--- config.mk ---
export PLATFORM = sky130hd
export DESIGN_NAME = ascii_command_line_parser
export DESIGN_NICKNAME = d
export VERILOG_FILES = /design/src/design/clp_pkg.sv /design/src/design/clp_ctrl.sv /design/src/design/clp_dp.sv /design/src/design/ascii_command_line_parser.sv
export SDC_FILE = /design/constraint.sdc
export NUM_CORES = 2
export LEC_CHECK = 0
export BUFFER_PORTS_ARGS = -buffer_cell sky130_fd_sc_hd__buf_2
export CORE_AREA = 8 8 307 368
export CTS_BUF_LIST = sky130_fd_sc_hd__clkbuf_16
export CTS_CLUSTER_DIAMETER = 50
export DETAILED_ROUTE_END_ITERATION = 7
export DIE_AREA = 0 0 315 376
export HOLD_SLACK_MARGIN = 0.08
export PLACE_DENSITY = 0.65
export RECOVER_POWER = 25
export SETUP_SLACK_MARGIN = 0.5
export SYNTH_ARGS = -nofsm -noshare
export SYNTH_HDL_FRONTEND = slang
export SYNTH_HIERARCHICAL = 1
export SYNTH_SLANG_ARGS = --single-unit
export TNS_END_PERCENT = 5
--- constraint.sdc ---
create_clock -name clk_i -period 10.2 [get_ports clk_i]
set_clock_uncertainty 0.2 [all_clocks]
set_input_delay 1.02 -clock clk_i [delete_from_list [all_inputs] [get_ports clk_i]]
set_output_delay 1.02 -clock clk_i [all_outputs]
set_load 0.01 [all_outputs]
--- src/design/clp_pkg.sv ---
// Shared types, constants and helper functions of the ASCII command line parser.
package clp_pkg;

  // Default depth of the line store
  localparam int unsigned MaxLine = 64;

  // Character codes
  localparam logic [7:0] ChLf    = 8'h0A;
  localparam logic [7:0] ChCr    = 8'h0D;
  localparam logic [7:0] ChColon = 8'h3A;
  localparam logic [7:0] ChPlus  = 8'h2B;
  localparam logic [7:0] ChMinus = 8'h2D;
  localparam logic [7:0] ChDot   = 8'h2E;
  localparam logic [7:0] ChSpace = 8'h20;
  localparam logic [7:0] ChTab   = 8'h09;
  localparam logic [7:0] ChVt    = 8'h0B;
  localparam logic [7:0] ChFf    = 8'h0C;
  localparam logic [7:0] ChZero  = 8'h30;

  // Fraction handling: nine decimal digits; fr * 2^17 / 1e9 == fr * 2^8 / 5^9
  localparam logic [3:0]  FracDigits = 4'd9;
  // floor(2^40 / 5^9): reciprocal of 5^9 / 2^8 scaled by 2^32
  localparam logic [19:0] FracRecip  = 20'd562949;
  localparam logic [20:0] FracDiv    = 21'd1953125;
  // multiply, estimate, correct
  localparam logic [4:0]  FracSteps  = 5'd3;
  localparam logic [16:0] IntSat     = 17'd65536;

  // Output field widths
  localparam int unsigned DevW  = 8;
  localparam int unsigned CodeW = 4;
  localparam int unsigned ValW  = 32;
  localparam int unsigned OutW  = DevW + CodeW + ValW;
  localparam int unsigned OutTdataW = 48;

  typedef enum logic [3:0] {
    CmdTorque    = 4'd0,
    CmdVel       = 4'd1,
    CmdPos       = 4'd2,
    CmdMode      = 4'd3,
    CmdEn        = 4'd4,
    CmdDis       = 4'd5,
    CmdKp        = 4'd6,
    CmdKi        = 4'd7,
    CmdKd        = 4'd8,
    CmdGetAngle  = 4'd9,
    CmdGetVel    = 4'd10,
    CmdGetCur    = 4'd11,
    CmdGetStatus = 4'd12,
    CmdPing      = 4'd13,
    CmdAck       = 4'd14
  } cmd_code_e;

  // Controller states
  typedef enum logic [2:0] {
    S_IDLE,
    S_SCAN1,
    S_SCAN2,
    S_PAD,
    S_FRAC,
    S_DONE
  } state_e;

  // Datapath operations issued by the controller
  typedef enum logic [3:0] {
    OP_NONE,
    OP_STORE,
    OP_START1,
    OP_SCAN1,
    OP_START2,
    OP_SCAN2,
    OP_PAD,
    OP_FRAC_INIT,
    OP_FRAC,
    OP_LOAD
  } op_e;

  // Number scanner states
  typedef enum logic [1:0] {
    NS_BLANK,
    NS_INT,
    NS_FRAC,
    NS_STOP
  } num_state_e;

  typedef struct packed {
    logic term;
    logic fill_nz;
    logic scan_done;
    logic pad_done;
    logic frac_done;
    logic out_free;
  } status_t;

  typedef struct packed {
    logic     ok;
    logic [3:0] code;
  } match_t;

  function automatic logic [7:0] upcase(input logic [7:0] c);
    logic [7:0] r;
    r = c;
    if (c >= 8'h61 && c <= 8'h7A) r = c - 8'd32;
    return r;
  endfunction

  function automatic logic is_blank(input logic [7:0] c);
    return c == ChSpace || c == ChTab || c == ChVt || c == ChFf || c == ChLf || c == ChCr;
  endfunction

  function automatic logic is_digit(input logic [7:0] c);
    return c >= 8'h30 && c <= 8'h39;
  endfunction

  // Command name lookup; ch holds upcased chars, first char in the low byte
  function automatic match_t match_cmd(input logic [2:0] len, input logic [31:0] ch);
    match_t m;
    logic [7:0] c0, c1, c2, c3;
    c0 = ch[7:0];
    c1 = ch[15:8];
    c2 = ch[23:16];
    c3 = ch[31:24];
    m.ok = 1'b0;
    m.code = CmdTorque;
    case (len)
      3'd1: begin
        m.ok = 1'b1;
        if (c0 == "T") m.code = CmdTorque;
        else if (c0 == "V") m.code = CmdVel;
        else if (c0 == "P") m.code = CmdPos;
        else if (c0 == "M") m.code = CmdMode;
        else m.ok = 1'b0;
      end
      3'd2: begin
        m.ok = 1'b1;
        if (c0 == "E" && c1 == "N") m.code = CmdEn;
        else if (c0 == "K" && c1 == "P") m.code = CmdKp;
        else if (c0 == "K" && c1 == "I") m.code = CmdKi;
        else if (c0 == "K" && c1 == "D") m.code = CmdKd;
        else if (c0 == "?" && c1 == "A") m.code = CmdGetAngle;
        else if (c0 == "?" && c1 == "V") m.code = CmdGetVel;
        else if (c0 == "?" && c1 == "I") m.code = CmdGetCur;
        else if (c0 == "?" && c1 == "S") m.code = CmdGetStatus;
        else m.ok = 1'b0;
      end
      3'd3: begin
        m.ok = 1'b1;
        if (c0 == "D" && c1 == "I" && c2 == "S") m.code = CmdDis;
        else if (c0 == "A" && c1 == "C" && c2 == "K") m.code = CmdAck;
        else m.ok = 1'b0;
      end
      3'd4: begin
        m.ok = (c0 == "P" && c1 == "I" && c2 == "N" && c3 == "G");
        m.code = CmdPing;
      end
      default: m.ok = 1'b0;
    endcase
    return m;
  endfunction

endpackage

--- src/design/clp_ctrl.sv ---
// Controller state machine of the ASCII command line parser.
module clp_ctrl (
  input  logic              clk_i,
  input  logic              rst_ni,
  input  logic              in_valid_i,
  input  clp_pkg::status_t  status_i,
  output logic              in_ready_o,
  output clp_pkg::op_e      op_o
);

  clp_pkg::state_e state_q, state_d;

  // State register
  always_ff @(posedge clk_i or negedge rst_ni) begin
    if (!rst_ni) begin
      state_q <= clp_pkg::S_IDLE;
    end else begin
      state_q <= state_d;
    end
  end

  // Next state
  always_comb begin
    state_d = state_q;
    unique case (state_q)
      clp_pkg::S_IDLE: begin
        if (in_valid_i && status_i.term && status_i.fill_nz) state_d = clp_pkg::S_SCAN1;
      end
      clp_pkg::S_SCAN1: begin
        if (status_i.scan_done) state_d = clp_pkg::S_SCAN2;
      end
      clp_pkg::S_SCAN2: begin
        if (status_i.scan_done) state_d = clp_pkg::S_PAD;
      end
      clp_pkg::S_PAD: begin
        if (status_i.pad_done) state_d = clp_pkg::S_FRAC;
      end
      clp_pkg::S_FRAC: begin
        if (status_i.frac_done) state_d = clp_pkg::S_DONE;
      end
      clp_pkg::S_DONE: begin
        if (status_i.out_free) state_d = clp_pkg::S_IDLE;
      end
      default: state_d = clp_pkg::S_IDLE;
    endcase
  end

  // Outputs
  always_comb begin
    in_ready_o = 1'b0;
    op_o = clp_pkg::OP_NONE;
    unique case (state_q)
      clp_pkg::S_IDLE: begin
        in_ready_o = 1'b1;
        if (in_valid_i) begin
          if (!status_i.term) op_o = clp_pkg::OP_STORE;
          else if (status_i.fill_nz) op_o = clp_pkg::OP_START1;
        end
      end
      clp_pkg::S_SCAN1: begin
        op_o = status_i.scan_done ? clp_pkg::OP_START2 : clp_pkg::OP_SCAN1;
      end
      clp_pkg::S_SCAN2: begin
        op_o = clp_pkg::OP_SCAN2;
      end
      clp_pkg::S_PAD: begin
        op_o = status_i.pad_done ? clp_pkg::OP_FRAC_INIT : clp_pkg::OP_PAD;
      end
      clp_pkg::S_FRAC: begin
        op_o = status_i.frac_done ? clp_pkg::OP_NONE : clp_pkg::OP_FRAC;
      end
      clp_pkg::S_DONE: begin
        if (status_i.out_free) op_o = clp_pkg::OP_LOAD;
      end
      default: op_o = clp_pkg::OP_NONE;
    endcase
  end

endmodule

--- src/design/clp_dp.sv ---
// Datapath of the ASCII command line parser: line store, scanners, fraction unit, output register.
module clp_dp #(
  parameter int unsigned MAX_LINE = clp_pkg::MaxLine
) (
  input  logic                        clk_i,
  input  logic                        rst_ni,
  input  clp_pkg::op_e                op_i,
  input  logic [7:0]                  rx_byte_i,
  input  logic                        out_ready_i,
  output clp_pkg::status_t            status_o,
  output logic                        out_valid_o,
  output logic [clp_pkg::OutW-1:0]    out_data_o
);

  localparam int unsigned AW = $clog2(MAX_LINE);
  localparam logic [AW-1:0] FillMax = AW'(MAX_LINE - 1);

  logic [7:0] mem [MAX_LINE];

  // Store and read pointer state
  logic [AW-1:0] fill_q, fill_d;
  logic [AW-1:0] lim_q, lim_d;
  logic [AW-1:0] rp_q, rp_d;
  logic [AW-1:0] idx_q;
  logic          issue_q, issue_d;
  logic          vld_q;
  logic [7:0]    rd_q;

  // First pass results
  logic [AW-1:0] len_q, len_d;
  logic          zero_q, zero_d;
  logic          colon_q, colon_d;

  // Second pass state
  logic [2:0]    tok_q, tok_d;
  logic          in_tok_q, in_tok_d;
  clp_pkg::num_state_e ns_q, ns_d;
  logic          neg_q, neg_d;
  logic [7:0]    id_q, id_d;
  logic [7:0]    dev_q, dev_d;
  logic [16:0]   ip_q, ip_d;
  logic [29:0]   fr_q, fr_d;
  logic [3:0]    k_q, k_d;
  logic [31:0]   cch_q, cch_d;
  logic [2:0]    clen_q, clen_d;
  logic          sh_ok_q, sh_ok_d;
  logic [3:0]    sh_code_q, sh_code_d;

  // Fraction unit
  logic [48:0]   prod_q, prod_d;
  logic [16:0]   qe_q, qe_d;
  logic [38:0]   chk_q, chk_d;
  logic [16:0]   fq_q, fq_d;
  logic [4:0]    fc_q, fc_d;

  // Output register
  logic                     out_vld_q, out_vld_d;
  logic [clp_pkg::OutW-1:0] out_q, out_d;

  logic          mem_we;
  logic          term;
  logic          last;

  assign term = rx_byte_i == clp_pkg::ChLf || rx_byte_i == clp_pkg::ChCr;
  assign last = ({1'b0, rp_q} + 1'b1) == {1'b0, lim_q};
  assign mem_we = op_i == clp_pkg::OP_STORE && fill_q != FillMax;

  // Line store: written at the fill count, read at the scan pointer
  always_ff @(posedge clk_i) begin
    if (mem_we) mem[fill_q] <= rx_byte_i;
    if (issue_q) rd_q <= mem[rp_q];
    idx_q <= rp_q;
  end

  // Fill count, scan pointer and first pass
  always_comb begin
    fill_d = fill_q;
    lim_d = lim_q;
    rp_d = rp_q;
    issue_d = issue_q;
    len_d = len_q;
    zero_d = zero_q;
    colon_d = colon_q;
    if (issue_q) begin
      rp_d = rp_q + 1'b1;
      issue_d = !last;
    end
    unique case (op_i)
      clp_pkg::OP_STORE: begin
        fill_d = (fill_q != FillMax) ? fill_q + 1'b1 : '0;
      end
      clp_pkg::OP_START1: begin
        lim_d = fill_q;
        rp_d = '0;
        issue_d = fill_q != '0;
        len_d = fill_q;
        zero_d = 1'b0;
        colon_d = 1'b0;
        fill_d = '0;
      end
      clp_pkg::OP_SCAN1: begin
        if (vld_q && !zero_q) begin
          if (rd_q == 8'd0) begin
            len_d = idx_q;
            zero_d = 1'b1;
          end else if (rd_q == clp_pkg::ChColon) begin
            colon_d = 1'b1;
          end
        end
      end
      clp_pkg::OP_START2: begin
        lim_d = len_q;
        rp_d = '0;
        issue_d = len_q != '0;
      end
      default: ;
    endcase
  end

  // Second pass: tokens, command name and number scanning
  always_comb begin
    logic [7:0]          c;
    logic [7:0]          u;
    logic [3:0]          dig;
    logic                feed;
    logic                val_mode;
    logic                start;
    logic [2:0]          tnew;
    clp_pkg::num_state_e eff;
    logic [20:0]         ip_t;
    tok_d = tok_q;
    in_tok_d = in_tok_q;
    ns_d = ns_q;
    neg_d = neg_q;
    id_d = id_q;
    dev_d = dev_q;
    ip_d = ip_q;
    fr_d = fr_q;
    k_d = k_q;
    cch_d = cch_q;
    clen_d = clen_q;
    sh_ok_d = sh_ok_q;
    sh_code_d = sh_code_q;
    c = rd_q;
    u = clp_pkg::upcase(rd_q);
    dig = 4'(rd_q - clp_pkg::ChZero);
    feed = 1'b0;
    val_mode = 1'b1;
    start = 1'b0;
    tnew = tok_q;
    eff = ns_q;
    ip_t = ({4'b0, ip_q} << 3) + ({4'b0, ip_q} << 1) + 21'(dig);

    if (op_i == clp_pkg::OP_START2) begin
      tok_d = '0;
      in_tok_d = 1'b0;
      ns_d = clp_pkg::NS_STOP;
      neg_d = 1'b0;
      id_d = '0;
      dev_d = '0;
      ip_d = '0;
      fr_d = '0;
      k_d = '0;
      cch_d = '0;
      clen_d = '0;
      sh_ok_d = 1'b0;
      sh_code_d = clp_pkg::CmdTorque;
    end else if (op_i == clp_pkg::OP_PAD) begin
      if (k_q != clp_pkg::FracDigits) begin
        fr_d = (fr_q << 3) + (fr_q << 1);
        k_d = k_q + 1'b1;
      end
    end else if (op_i == clp_pkg::OP_SCAN2 && vld_q) begin
      if (!colon_q) begin
        // Shorthand: first letter picks the command, value follows
        if (idx_q == '0) begin
          sh_ok_d = 1'b1;
          case (u)
            "V": sh_code_d = clp_pkg::CmdVel;
            "P": sh_code_d = clp_pkg::CmdPos;
            "T": sh_code_d = clp_pkg::CmdTorque;
            "M": sh_code_d = clp_pkg::CmdMode;
            "E": sh_code_d = clp_pkg::CmdEn;
            "D": sh_code_d = clp_pkg::CmdDis;
            "A": sh_code_d = clp_pkg::CmdGetAngle;
            default: sh_ok_d = 1'b0;
          endcase
          ns_d = (sh_ok_d && u != "A") ? clp_pkg::NS_BLANK : clp_pkg::NS_STOP;
        end else begin
          feed = 1'b1;
        end
      end else begin
        // Colon form: id:cmd:value with empty tokens skipped
        if (c == clp_pkg::ChColon) begin
          in_tok_d = 1'b0;
        end else begin
          start = !in_tok_q;
          in_tok_d = 1'b1;
          if (start && tok_q != 3'd4) tnew = tok_q + 1'b1;
          tok_d = tnew;
          if (start && tnew == 3'd2) dev_d = neg_q ? 8'(8'd0 - id_q) : id_q;
          if (tnew == 3'd1 || tnew == 3'd3) begin
            feed = !(tnew == 3'd3 && !start && tok_q == 3'd4);
            val_mode = tnew == 3'd3;
            if (start) begin
              eff = clp_pkg::NS_BLANK;
              neg_d = 1'b0;
            end
          end
          if (tnew == 3'd2) begin
            if (clen_q < 3'd4) cch_d[clen_q[1:0]*8 +: 8] = u;
            if (clen_q != 3'd5) clen_d = clen_q + 1'b1;
          end
        end
      end
    end

    // Decimal number scanner
    if (feed) begin
      case (eff)
        clp_pkg::NS_BLANK: begin
          if (clp_pkg::is_blank(c)) begin
            ns_d = clp_pkg::NS_BLANK;
          end else if (c == clp_pkg::ChPlus || c == clp_pkg::ChMinus) begin
            neg_d = c == clp_pkg::ChMinus;
            ns_d = clp_pkg::NS_INT;
          end else if (clp_pkg::is_digit(c)) begin
            if (val_mode) ip_d = (ip_t > 21'(clp_pkg::IntSat)) ? clp_pkg::IntSat : ip_t[16:0];
            else id_d = (id_q << 3) + (id_q << 1) + 8'(dig);
            ns_d = clp_pkg::NS_INT;
          end else if (c == clp_pkg::ChDot && val_mode) begin
            ns_d = clp_pkg::NS_FRAC;
          end else begin
            ns_d = clp_pkg::NS_STOP;
          end
        end
        clp_pkg::NS_INT: begin
          if (clp_pkg::is_digit(c)) begin
            if (val_mode) ip_d = (ip_t > 21'(clp_pkg::IntSat)) ? clp_pkg::IntSat : ip_t[16:0];
            else id_d = (id_q << 3) + (id_q << 1) + 8'(dig);
            ns_d = clp_pkg::NS_INT;
          end else if (c == clp_pkg::ChDot && val_mode) begin
            ns_d = clp_pkg::NS_FRAC;
          end else begin
            ns_d = clp_pkg::NS_STOP;
          end
        end
        clp_pkg::NS_FRAC: begin
          if (clp_pkg::is_digit(c)) begin
            if (k_q != clp_pkg::FracDigits) begin
              fr_d = (fr_q << 3) + (fr_q << 1) + 30'(dig);
              k_d = k_q + 1'b1;
            end
            ns_d = clp_pkg::NS_FRAC;
          end else begin
            ns_d = clp_pkg::NS_STOP;
          end
        end
        default: ns_d = clp_pkg::NS_STOP;
      endcase
    end
  end

  // Fraction to 17 quotient bits, floor(fr * 2^8 / 5^9): reciprocal multiply
  // gives the quotient or one less, a compare against the next multiple fixes it
  always_comb begin
    prod_d = prod_q;
    qe_d = qe_q;
    chk_d = chk_q;
    fq_d = fq_q;
    fc_d = fc_q;
    if (op_i == clp_pkg::OP_FRAC_INIT) begin
      prod_d = 49'(fr_q) * 49'(clp_pkg::FracRecip);
      fq_d = '0;
      fc_d = '0;
    end else if (op_i == clp_pkg::OP_FRAC) begin
      case (fc_q)
        5'd0: qe_d = prod_q[48:32];
        5'd1: chk_d = 39'({1'b0, qe_q} + 18'd1) * 39'(clp_pkg::FracDiv);
        5'd2: fq_d = ({1'b0, fr_q, 8'b0} >= chk_q) ? qe_q + 17'd1 : qe_q;
        default: ;
      endcase
      fc_d = fc_q + 1'b1;
    end
  end

  // Result assembly and output register
  always_comb begin
    logic [16:0]  frac_r;
    logic [33:0]  mag;
    logic [31:0]  val;
    logic         ok;
    logic [3:0]   code;
    logic [7:0]   dev;
    clp_pkg::match_t m;
    frac_r = {1'b0, fq_q[16:1]} + 17'(fq_q[0]);
    mag = {1'b0, ip_q, 16'b0} + 34'(frac_r);
    if (neg_q) begin
      val = (mag > 34'h080000000) ? 32'h80000000 : 32'(32'd0 - mag[31:0]);
    end else begin
      val = (mag > 34'h07FFFFFFF) ? 32'h7FFFFFFF : mag[31:0];
    end
    m = clp_pkg::match_cmd(clen_q, cch_q);
    if (colon_q) begin
      ok = tok_q >= 3'd2 && m.ok;
      code = m.code;
      dev = dev_q;
    end else begin
      ok = sh_ok_q;
      code = sh_code_q;
      dev = 8'd1;
    end
    out_vld_d = out_vld_q && !out_ready_i;
    out_d = out_q;
    if (op_i == clp_pkg::OP_LOAD) begin
      out_vld_d = ok;
      out_d = {val, code, dev};
    end
  end

  // Control registers
  always_ff @(posedge clk_i or negedge rst_ni) begin
    if (!rst_ni) begin
      fill_q <= '0;
      issue_q <= 1'b0;
      vld_q <= 1'b0;
      out_vld_q <= 1'b0;
    end else begin
      fill_q <= fill_d;
      issue_q <= issue_d;
      vld_q <= issue_q;
      out_vld_q <= out_vld_d;
    end
  end

  // Payload registers
  always_ff @(posedge clk_i) begin
    lim_q <= lim_d;
    rp_q <= rp_d;
    len_q <= len_d;
    zero_q <= zero_d;
    colon_q <= colon_d;
    tok_q <= tok_d;
    in_tok_q <= in_tok_d;
    ns_q <= ns_d;
    neg_q <= neg_d;
    id_q <= id_d;
    dev_q <= dev_d;
    ip_q <= ip_d;
    fr_q <= fr_d;
    k_q <= k_d;
    cch_q <= cch_d;
    clen_q <= clen_d;
    sh_ok_q <= sh_ok_d;
    sh_code_q <= sh_code_d;
    prod_q <= prod_d;
    qe_q <= qe_d;
    chk_q <= chk_d;
    fq_q <= fq_d;
    fc_q <= fc_d;
    out_q <= out_d;
  end

  assign status_o.term = term;
  assign status_o.fill_nz = fill_q != '0;
  assign status_o.scan_done = !issue_q && !vld_q;
  assign status_o.pad_done = k_q == clp_pkg::FracDigits;
  assign status_o.frac_done = fc_q == clp_pkg::FracSteps;
  assign status_o.out_free = !out_vld_q || out_ready_i;

  assign out_valid_o = out_vld_q;
  assign out_data_o = out_q;

endmodule

--- src/design/ascii_command_line_parser.sv ---
// Top level of the ASCII command line parser.
//
// Channel  Dir  Beat contents
// s_axis   in   tdata[7:0] rx_byte
// m_axis   out  tdata[7:0] device_id, [11:8] command_code, [43:12] value_q16
//
// Bytes are taken while the parser is idle. A terminator after a non-empty line
// starts two scans of the stored line through the registered line store read
// port, then fraction scaling and reciprocal scaling; no bytes are taken until
// the result is loaded into the output register. Reset empties the line and
// drops the output beat. A stalled output beat holds bytes off only once a line
// is done.
module ascii_command_line_parser #(
  parameter int unsigned MAX_LINE = clp_pkg::MaxLine
) (
  input  logic        clk_i,
  input  logic        rst_ni,
  input  logic        s_axis_tvalid,
  output logic        s_axis_tready,
  input  logic [7:0]  s_axis_tdata,   // [7:0] rx_byte
  output logic        m_axis_tvalid,
  input  logic        m_axis_tready,
  output logic [47:0] m_axis_tdata    // [7:0] device_id, [11:8] command_code, [43:12] value_q16
);

  clp_pkg::status_t          status;
  clp_pkg::op_e              op;
  logic [clp_pkg::OutW-1:0]  out_data;

  clp_ctrl u_ctrl (
    .clk_i      (clk_i),
    .rst_ni     (rst_ni),
    .in_valid_i (s_axis_tvalid),
    .status_i   (status),
    .in_ready_o (s_axis_tready),
    .op_o       (op)
  );

  clp_dp #(
    .MAX_LINE (MAX_LINE)
  ) u_dp (
    .clk_i       (clk_i),
    .rst_ni      (rst_ni),
    .op_i        (op),
    .rx_byte_i   (s_axis_tdata),
    .out_ready_i (m_axis_tready),
    .status_o    (status),
    .out_valid_o (m_axis_tvalid),
    .out_data_o  (out_data)
  );

  assign m_axis_tdata = {(clp_pkg::OutTdataW - clp_pkg::OutW)'(0), out_data};

endmodule

==> tab_implementation.tex <==
\begin{tabular}{lr}
\hline
Metric & Value \\
\hline
\multicolumn{2}{l}{\textbf{CTS}} \\
\# clock sinks & $\sim$810 \\
Number of clock buffers inserted by TritonCTS & between 90 and 100 \\
Maximum clock insertion buffer count & 3 \\
Post CTS Setup Buffer Count & 0 \\
Clock Root Buffer & clkbuf\_16 \\
Number of levels in the clock H-tree & 3 \\
Clock latency of the later-clocked register in the worst-skew pair & roughly 0.66 ns \\
Worst-path clk slew & 0.06 ns \\
TritonCTS clock tree & yes \\
Total of cells resized after clock tree synthesis & 0 \\
\multicolumn{2}{l}{\textbf{Drt}} \\
First-pass detailed-route iteration total & 5 \\
Detailed Route Iter0 Violations & between 2k and 2.5k \\
Routed length per instance & between 20 and 25 um \\
Count of antenna-violating nets left after detailed routing & 0 \\
Per-cell via count in the routed design & 5.74 \\
Post-detailed-routing wire length & roughly 120 mm \\
Vias & around 33k \\
Detailed-route DRC error count & 0 \\
\multicolumn{2}{l}{\textbf{Setup path}} \\
Crit end category & flip-flop \\
Maximum fanout along the worst path & 7 \\
Startpoint class of the critical path & flip-flop \\
Worst EP arrival & around 8.6 ns \\
Stage delay of the slowest cell on the critical path & 0.54 ns \\
Number of cells on the worst reg-to-reg path & 28 \\
CP Class & reg -> reg \\
Critical path data required time & between 10 and 15 ns \\
Slowest stage cell, crit path & fa\_1 \\
\multicolumn{2}{l}{\textbf{Synth}} \\
Largest family of logic cells by synthesized area & adder cells \\
Leading post-synthesis cells by cell area & edfxtp\_1 37\%, ha\_1 12\%, fa\_1 11\%, mux4\_2 7.1\%, dfxtp\_1 5.5\% \\
Per-instance average area after synthesis & roughly 12 sq um \\
Share of the yosys chip area belonging to registers & 0.430 \\
Number of synthesized flops with an enable pin & 653 \\
Area leader, netlist & edfxtp\_1 \\
Number of flip-flops and latches in the synthesized netlist & about 810 \\
Number of warning messages in the yosys log & 6 \\
Post-Synth Adder-Cell Area & 0.233 \\
Synthesized-area fraction occupied by ao, oa, aoi and oai cells & 0.0804 \\
Cells after Synth & 4,305 \\
Most common cell in the synthesized netlist & edfxtp\_1 \\
Number of unique standard cell types used by synthesis & just under 100 \\
Fraction of the mapped netlist area in simple logic gates & 0.0904 \\
XOR/XNOR share of the synthesized area & 0.0371 \\
Share of Yosys cell area claimed by the top area cell type & 0.369 \\
Most numerous cell types in the synthesized netlist & 653 x edfxtp\_1, 532 x inv\_1, 504 x ha\_1 \\
Top\_reg\_cell synth & edfxtp\_1 \\
Cell area after technology mapping & $\sim$53,000 sq um \\
Multiplexer fraction of the synthesized cell area & 0.0789 \\
Synth async-reset ratio & 0.0148 \\
\multicolumn{2}{l}{\textbf{Layout}} \\
Final net count & 5,175 \\
Antenna diodes & 0 \\
Share of post-route cells with drive strength above 1 & 0.110 \\
Number of non-filler instances in the completed layout & a little under 6k \\
Core occupancy in the finished layout & 0.539 \\
Area added between synthesis and finish & 8.84\% \\
\multicolumn{2}{l}{\textbf{Hold path}} \\
Count of cells along the worst hold path & 0 \\
Min-Delay Path Class & reg -> reg \\
\multicolumn{2}{l}{\textbf{Floorplan}} \\
Horiz. Die Dim & between 300 and 400 um \\
Die extent in y & 376 um \\
Effective utilization at floorplan & 0.495 \\
Full die area & around 120,000 sq um \\
Ports placed on the boundary & 62 \\
Floorplan Core Area & between 100,000 and 150,000 sq um \\
Count of standard-cell rows & around 130 \\
\multicolumn{2}{l}{\textbf{Flow run}} \\
Number of maximum-capacitance violations & 10 \\
\multicolumn{2}{l}{\textbf{GRT}} \\
Aggregate global-route resource usage & 0.209 \\
Initial antenna violation count & 2 \\
Vias in the first global route & about 35k \\
Maximum number of pins on one net before global-route repair & 70 \\
Total global routing overflow & 0 \\
Global-route wire length before repair & just under 200 mm \\
\multicolumn{2}{l}{\textbf{STA}} \\
Final hold violations & 0 \\
Setup-violating endpoint count in the final report & 0 \\
Fraction of the cycle the final worst path needs & 0.826 \\
Normalized max-slew margin & -1.33 \\
Fmax achieved & 0.119 GHz \\
Slew Limit Fails & a little under 600 \\
Total negative slack & 0 ns \\
Post-route minimum period & 8.43 ns \\
Setup repair after global routing missed its margin & false \\
Slew of the pin with the lowest slew margin & 3.49 ns \\
Post-layout worst setup margin & between 1.5 and 2 ns \\
\multicolumn{2}{l}{\textbf{Placed design}} \\
Cell count after placement & 5,669 \\
PortBufs & 57 \\
Placer's final routability congestion estimate & 0.887 \\
Detailed Place HPWL & 88.8 mm \\
Worst-case setup slack after placement & between 1.5 and 2 ns \\
\multicolumn{2}{l}{\textbf{Pwr}} \\
Worst vdd rail ir drop & 0.245 mV \\
Net switching power figure & around 3.2 mW \\
Relative contribution of the clock network to total power & 0.320 \\
Static Leak & about 24 nW \\
Switching part of the total power & 0.323 \\
Comb power frac & 0.269 \\
Seq pwr share & 0.412 \\
Power per cell area & approximately 170 nW/um\^{}2 \\
Internal power & 6.67 mW \\
\multicolumn{2}{l}{\textbf{Outcome}} \\
Result of the run & finished with violations \\
Violated checks & max-capacitance violations, max-slew violations \\
\hline
\end{tabular}
metrics by stage:
| stage | hold slack, ns | area (sq um) | total power, mW |
|---|---|---|---|
| detailed placement | 0.207 | 54900 | 6.76 |
| global placement | 0.203 | 54900 | 6.73 |
| finish | 0.210 | 57800 | 9.86 |
| CTS | 0.214 | 57800 | 9.93 |
| floorplan | 0.129 | 53100 | 5.93 |
| global route | 0.215 | 57800 | 10.3 |
cell families (layout without fill, tap and decap cells):
logic type      Yosys count  in the layout
fa+ha+maj               807            807
simple gates            942            942
mux                     207            207
other cells               1              4
xor+xnor                225            225
compound gates          628            628
flops                   811            811
buf+inv                 684            802
area by class of cell:
type | instances | area [sq um]
fill | 8930 | 49400
multi-input combinational | 2813 | 27600
sequential | 811 | 22800
clock buffer | 93 | 2330
inverter | 532 | 2000
tap | 1407 | 1760
timing repair buffer | 107 | 633
clock inverter | 70 | 591
worst paths after layout:
check	to	from	slack, ns
worst max-delay path	u_dp/chk_q[36]$_DFFE_PP_	u_dp/qe_q[0]$_DFFE_PP_	1.77
worst min-delay path	u_dp/qe_q[6]$_DFFE_PP_	u_dp/prod_q[38]$_DFFE_PP_	0.21
worst max register to register	u_dp/chk_q[36]$_DFFE_PP_	u_dp/qe_q[0]$_DFFE_PP_	1.77
worst min register to register	u_dp/qe_q[6]$_DFFE_PP_	u_dp/prod_q[38]$_DFFE_PP_	0.21
max in group asynchronous	u_ctrl/state_q[2]$_DFFE_PN0P_	rst_ni	8.40
min in group asynchronous	u_dp/fill_q[5]$_DFFE_PN0P_	rst_ni	0.85
worst max-delay path: cells and delay by family, from the launching register on:
family,cells,cell delay [ns]
xor+xnor,2,0.28
compound gates,8,1.73
flops,1,0.50
buf+inv,3,0.39
fa+ha+maj,7,3.48
simple gates,8,1.61
per-layer routing:
| layer | part of all wire | track usage | vias up |
|---|---|---|---|
| li1 | - | - | 15638 |
| met1 | 0.41 | 0.266 | 16846 |
| met2 | 0.51 | 0.370 | 788 |
| met3 | 0.046 | 0.0269 | 210 |
| met4 | 0.031 | 0.0687 | 4 |
| met5 | 0.00019 | 0 | - |
registers in the layout (all words and copies together) (netlist names), 3 cells and up:
| signal | count |
|---|---|
| u_dp/mem | 512 |
| u_dp/out_data_o | 44 |
| u_dp/chk_q | 39 |
| u_dp/cch_q | 32 |
| u_dp/fr_q | 30 |
| u_dp/fq_q | 17 |
| u_dp/ip_q | 17 |
| u_dp/prod_q | 17 |
| u_dp/qe_q | 17 |
| u_dp/dev_q | 8 |
| u_dp/id_q | 8 |
| u_dp/rd_q | 8 |
| u_dp/fill_q | 6 |
| u_dp/idx_q | 6 |
| u_dp/len_q | 6 |
| u_dp/lim_q | 6 |
| u_dp/rp_q | 6 |
| u_dp/fc_q | 5 |
| u_dp/k_q | 4 |
| u_dp/sh_code_q | 4 |
| u_ctrl/state_q | 3 |
| u_dp/clen_q | 3 |
| u_dp/tok_q | 3 |
power by group through the flow:
stage	clock [mW]	combinational, mW	sequential [mW]
floorplan	0	2.00	3.93
detailed placement	0	2.63	4.13
global placement	0	2.60	4.13
finish	3.15	2.65	4.06
global route	3.35	2.91	4.09
CTS	3.22	2.65	4.06
timing repair:
item / 4_1_cts / 5_1_grt
endpoints found under the hold margin: 12 / 0
hold buffers: 1 / 0
setup endpoints to repair: 0 / 0
layout by cell type (no fill, tap or decap), drive strengths merged, types with 17 or more instances in the layout:
master / instances
nor2b: 32
nand4: 42
a211oi: 40
and3: 44
nor4: 26
or3: 21
a21oi: 146
ha: 504
mux2i: 29
and4: 17
dfxtp: 146
fa: 303
a31oi: 17
xnor2: 134
nand2b: 23
o21a: 21
a21boi: 17
xor2: 91
and2: 25
buf: 96
a21o: 67
nand2: 184
a22oi: 37
clkinv: 30
o22ai: 38
inv: 562
nor3: 68
o21ai: 115
nor2: 301
edfxtp: 653
mux4: 168
nand3: 90
clkbuf: 103
No activity file was read; power rests on OpenSTA's default activity.
